**config.mk**
```make
export PLATFORM = sky130hd
export DESIGN_NAME = btkm_front
export DESIGN_NICKNAME = d
export VERILOG_FILES = /design/src/rtl/btkm_pkg.sv /design/src/rtl/btkm_front.sv
export SDC_FILE = /design/constraint.sdc
export NUM_CORES = 1
export LEC_CHECK = 0
export ABC_AREA = 1
export BUFFER_PORTS_ARGS = -buffer_cell sky130_fd_sc_hd__buf_4
export CAP_MARGIN = 20
export CORE_ASPECT_RATIO = 1.1
export CORE_UTILIZATION = 51
export DETAILED_ROUTE_END_ITERATION = 6
export GPL_TIMING_DRIVEN = 0
export PLACE_DENSITY_LB_ADDON = 0.05
export SLEW_MARGIN = 20
export SYNTH_ARGS = -nofsm -noshare
export SYNTH_HDL_FRONTEND = slang
export SYNTH_SLANG_ARGS = --single-unit
```
**constraint.sdc**
```tcl
create_clock -name clock -period 3.46 [get_ports clock]
set_clock_uncertainty 0.2 [all_clocks]
set_input_delay 0.692 -clock clock [delete_from_list [all_inputs] [get_ports clock]]
set_output_delay 0.692 -clock clock [all_outputs]
set_load 0.01 [all_outputs]
```
**src/rtl/btkm_pkg.sv**
```systemverilog
//------------------------------------------------------------------------------
// btkm_pkg
// Shared types and constants for the binary trie key multiset.
//------------------------------------------------------------------------------
package btkm_pkg;

   localparam int NODE_POOL_DEF = 4096;
   localparam int KEY_BITS_DEF  = 32;
   localparam int KEY_W         = 32;
   localparam int KIND_W        = 2;
   localparam int STATUS_W      = 3;
   localparam int CNT_W         = 32;

   typedef enum logic [KIND_W-1:0] {
      KIND_INSERT = 2'd0,
      KIND_DELETE = 2'd1,
      KIND_SEARCH = 2'd2,
      KIND_OTHER  = 2'd3
   } kind_type;

   typedef enum logic [STATUS_W-1:0] {
      ST_INSERTED  = 3'd0,
      ST_FOUND     = 3'd1,
      ST_NOT_FOUND = 3'd2,
      ST_IGNORED   = 3'd3,
      ST_FULL      = 3'd4
   } status_type;

   typedef struct packed {
      kind_type         kind;
      logic [KEY_W-1:0] key;
   } cmd_type;

endpackage

```
**src/rtl/btkm_front.sv**
```systemverilog
//------------------------------------------------------------------------------
// btkm_front
// Accepts operation words, folds unknown kinds into search, and queues them.
//------------------------------------------------------------------------------
module btkm_front (
   input  logic              clock,
   input  logic              reset,
   input  logic              in_valid,
   output logic              in_ready,
   input  btkm_pkg::cmd_type in_cmd,
   output logic              q_valid,
   input  logic              q_ready,
   output btkm_pkg::cmd_type q_cmd
);
   import btkm_pkg::*;

   cmd_type    slot_ff [2];
   logic       wp_ff, wp_in, rp_ff, rp_in;
   logic [1:0] cnt_ff, cnt_in;
   cmd_type    cls;
   logic       push, pop;

   // classify: unknown kind behaves as search
   always_comb begin
      cls = in_cmd;
      if (in_cmd.kind == KIND_OTHER) cls.kind = KIND_SEARCH;
   end

   assign in_ready = (cnt_ff != 2'd2);
   assign push     = in_valid && in_ready;
   assign q_valid  = (cnt_ff != 2'd0);
   assign pop      = q_valid && q_ready;
   assign q_cmd    = slot_ff[rp_ff];

   always_comb begin
      wp_in  = wp_ff ^ push;
      rp_in  = rp_ff ^ pop;
      cnt_in = cnt_ff + {1'b0, push} - {1'b0, pop};
   end

   // advance pointers
   always_ff @(posedge clock) begin
      if (reset) begin
         wp_ff  <= 1'b0;
         rp_ff  <= 1'b0;
         cnt_ff <= 2'd0;
      end else begin
         wp_ff  <= wp_in;
         rp_ff  <= rp_in;
         cnt_ff <= cnt_in;
      end
   end

   always_ff @(posedge clock) begin
      if (push) slot_ff[wp_ff] <= cls;
   end
endmodule

```
# Word-level counts from Yosys, hierarchy flattened
# Memories as Yosys holds them, arrays and structs flattened. A register that Yosys moved wholly into a read port is not among the register bits.
# Cells that the tools add are included.
[word_totals]
ramBits = 68
wordCells = 17
regBits = 4
mem_count = 1
input_bits = 38
[classes]
eq_ne = 2
bitwise = 2
add_sub_neg = 2
muxes = 4
reduce_logical = 3
[mem_list]
columns = ["memory", "depth", "word_bits", "read_ports", "rd_clocked_by_memory_dff", "write_ports", "line_no", "source"]
rows = [
  ["slot_ff", 2, 34, 1, 1, 1, "btkm_front.sv:17", "cmd_type slot_ff [2];"],
]
[op_table]
columns = ["cell", "n"]
rows = [
  ["$mux W1", 3],
  ["$add A2 B1 Y2", 1],
  ["$eq A2 B2 Y1 const B", 1],
  ["$logic_and A1 B1 Y1", 2],
  ["$mux W2", 1],
  ["$ne A2 B2 Y1 const B", 1],
  ["$reduce_bool A2 Y1", 1],
  ["$sub A2 B1 Y2", 1],
  ["$xor A1 B1 Y1", 2],
]

# Longest topological paths before layout
[depth]
depth_word = 4
depth_mapped = 11

# Least setup slack after synthesis
# OpenSTA, ideal clock, no wires.
[synth_timing]
path_kind = "in2reg"
startpoint = "input port in_valid"
endpoint = "memory slot_ff[1][0] in the netlist's numbering, enable pin"
cell_stages = 2
n_path_buf = 0
setup_slack_ns = 0.634
required_ns = 2.835
t_arrival_ns = 2.201
cell_sequence = "nand2_4 -> nor2_1"
[synth_between]
elab_chain_len = 3
[synth_rtl]
columns = ["item", "line_no", "source"]
rows = [
  ["start: declaration", "btkm_front.sv:8", "input logic in_valid,"],
  ["$logic_and A1 B1 Y1", "btkm_front.sv:30", "assign push = in_valid && in_ready;"],
  ["$mux W1", "btkm_front.sv:55", "if (push) slot_ff[wp_ff] <= cls;"],
  ["$mux W1 (implied by the code)", "btkm_front.sv:55", ""],
  ["end: declaration", "btkm_front.sv:17", ""],
]
# No other way between the ends.

==> results.py <==
metrics = {
    "run_status": {
        "status": "completed",
    },
    "sta": {
        "maxSlewViolCount": 0,
        "setup_slack_ns": 1.234,
        "layout_worst_path_cycle_share_pct": 64.34,
        "tightest_slew_ns": 0.6069,
        "max-slew-margin-rel_pct": 59.44,
        "period_minus_slack_ns": 2.226,
        "final-hold-violation-count": 0,
        "rsz_0062_raised_after_global_routing": "false",
        "setup_viol_count_final": 0,
        "max_freq_mhz": 449.2,
    },
    "placement": {
        "routabilityCongestion": 0.6793,
        "pre_cts_ws_ns": 1.293,
        "placement.cell_area_um2": 3450,
        "detailedPlacementHpwl_um": 3100,
        "io_buffers": 73,
        "post-place-cells": 361,
    },
    "floorplan": {
        "boundaryPins": 74,
        "core.rowCount": 27,
        "die-area_um2": 5683,
        "width_of_the_die_um": 71.97,
        "floorplan.die.height_um": 78.97,
        "core_footprint_um2": 5101,
        "initial_standard_cell_utilization_of_the_core_pct": 53.84,
    },
    "worst_setup_path": {
        "r2r.worst_path.cells": 6,
        "endpoint_kind": "output pin",
        "worst-endpoint-arrival_ns": 1.33,
        "cp_data_required_time_ns": 2.57,
        "timing.setup.critical_path_class": "register to output pin",
        "cp_max_fo": 10,
        "worstSetupPathDepth": 5,
        "crit_chain": "buf_4 -> buf_2 -> nand2_1 -> nand2_1 -> buf_4",
        "path_delay_family": "buffers and inverters",
        "slowest_delay_ns": 0.31,
        "critical_path.startpoint_type": "register",
        "crit_slowest_cell": "dfxtp_1",
        "crit_buf_inv": 3,
    },
    "drt": {
        "vias": 1722,
        "totalWireLength_um": 4604,
        "dr_iter_0_viols": 76,
        "drt-wirelength-per-cell_um": 12.21,
        "antenna_left": 0,
        "drc_errors_left": 0,
        "post_drt_via_cell_ratio": 4.568,
        "drt_pass1_iterations": 4,
    },
    "yosys": {
        "yosysSeqAreaShare_pct": 77.27,
        "synthesis.yosys.warnings": 0,
        "post_synth_num_cell_types": 20,
        "mappedNetlistArea_um2": 2746,
        "number_of_instances_in_the_synthesized_netlist": 214,
        "syn_area_per_cell_um2": 12.83,
        "synthesis.nets": 254,
        "yosys_register_bits": 72,
    },
    "power_and_ir_drop": {
        "vdd.ir_drop.worst_uv": 576.3,
        "power_leakage_uw": 0.001569,
        "power_density_over_the_cells_nw_per_um2": 732.3,
    },
    "global_routing": {
        "grt_pass1_vias": 1697,
        "grt_antenna_before_repair": 0,
        "grt_pass1_wl_um": 7452,
        "overflow": 0,
        "groute.usage.overall_pct": 18.23,
        "maximum_number_of_pins_on_one_net_before_global_route_repair": 19,
    },
    "layout": {
        "drive_above_1_share_pct": 33.77,
        "n_antenna_cell": 0,
        "final_nets": 340,
        "stdcell_area_um2": 3628,
        "fin_cells": 377,
        "fillerInstances": 388,
        "syn2layout_area_growth_pct": 32.12,
    },
    "clocking": {
        "insertion_delay_ns": 0.33,
        "cts_hold_repair.buffers": 0,
        "clkTransAtPathRegs_ns": 0.07,
        "clock_sinks": 72,
        "cts-resized-gates": 0,
        "cts_root_buf": "clkbuf_8",
        "cts_tree": "yes",
        "htree_num_levels": 3,
        "tritoncts.num_buffers": 9,
        "clock_tree.buffer_depth": 2,
        "postCtsSetupBuffers": 0,
    },
    "run": {
        "timing.max_cap.violations": 0,
    },
    "worst_hold_path": {
        "worst_hold_class": "primary input to register",
        "worst_hold_path.num_cells": 2,
    },
}
==> registers in the layout, summed over array words and instances (netlist names) <==
signal / cells
rp_ff: 1
wp_ff: 1
cnt_ff: 2
slot_ff: 68
==> cell families after synthesis <==
family / count (synthesis) / synth area share (%)
buffers and inverters: 19 / 3.872
XOR/XNOR: 1 / 0.3190
AO/OA/AOI/OAI: 2 / 0.5010
adder cells (fa/ha/maj): 2 / 0.9110
flip-flops: 72 / 77.27
AND/OR/NAND/NOR: 118 / 17.13
==> cell usage in the layout, fill, tap and decap left out, drive strengths merged <==
| master | Yosys | final |
|---|---|---|
| ha | 2 | 2 |
| clkinv | 0 | 4 |
| clkbuf | 1 | 12 |
| dfxtp | 4 | 4 |
| o21ai | 1 | 1 |
| inv | 11 | 11 |
| xnor2 | 1 | 1 |
| bufinv | 0 | 1 |
| nor3 | 1 | 1 |
| nand2 | 108 | 108 |
| edfxtp | 68 | 68 |
| nand3 | 1 | 1 |
| buf | 7 | 82 |
| nor2 | 8 | 8 |
| a21oi | 1 | 1 |
==> worst paths after layout <==
path,startpoint,end,slack [ns]
max,rp_ff$_SDFF_PP0_,q_cmd[18],1.23
min,reset,wp_ff$_SDFF_PP0_,0.32
max reg2reg,cnt_ff[0]$_SDFF_PP0_,slot_ff[0][21]$_DFFE_PP_,1.58
min reg2reg,cnt_ff[0]$_SDFF_PP0_,cnt_ff[0]$_SDFF_PP0_,0.45
==> metal layers <==
layer / part of all wire [%] / wire length, um / vias up / global-route usage, %
li1: - / - / 876 / -
met1: 42 / 1930 / 783 / 21.15
met2: 51 / 2336 / 52 / 30.75
met3: 5.1 / 237 / 11 / 4.822
met4: 2.2 / 100 / 0 / 10.00
met5: 0 / 0 / - / 0
==> layout make-up <==
cell class              count  area, um2  area share [%]
inverters                  11      43.79           1.207
clock inverters             5      47.55           1.310
well taps                  72      90.09           2.483
flip-flops and latches     72       2122           58.48
clock buffers              11      131.4           3.621
repair buffers             75      603.1           16.62
plain buffers               8      62.56           1.724
multi-input cells         123      528.0           14.55
==> Yosys cell counts <==
cell type  number  area, um2
nand2_1       106      397.9
nor2_4          1      11.26
nand3_2         1      10.01
nor2_2          1      6.260
nor3_1          1      5.000
o21ai_1         1      5.000
xnor2_1         1      8.760
nor2_1          6      22.52
nand2_4         1      11.26
ha_1            2      25.02
clkbuf_1        1      3.750
buf_2           2      10.01
inv_4           1      6.260
buf_4           2      15.01
edfxtp_1       68       2042
a21oi_2         1      8.760
nand2_2         1      6.260
inv_1          10      37.54
buf_6           3      33.78
dfxtp_1         4      80.08
==> metrics by stage <==
stage	hold WS [ns]	power, uW	TNS [ns]	utilization [%]
floorplan	0.3344	1658	0	-
CTS	0.3072	2691	0	71.13
detailed placement	0.4404	2085	0	67.62
finish	0.3193	2657	0	71.13
global placement	0.3435	2031	-8.621	66.35
global route	0.3149	2815	0	71.13
==> report_power, final <==
part | switching [uW] | internal, uW
sequential | 41.6 | 1130
clock | 279 | 326
combinational | 481 | 398
Note: power is estimated with default switching activity, not from simulation.
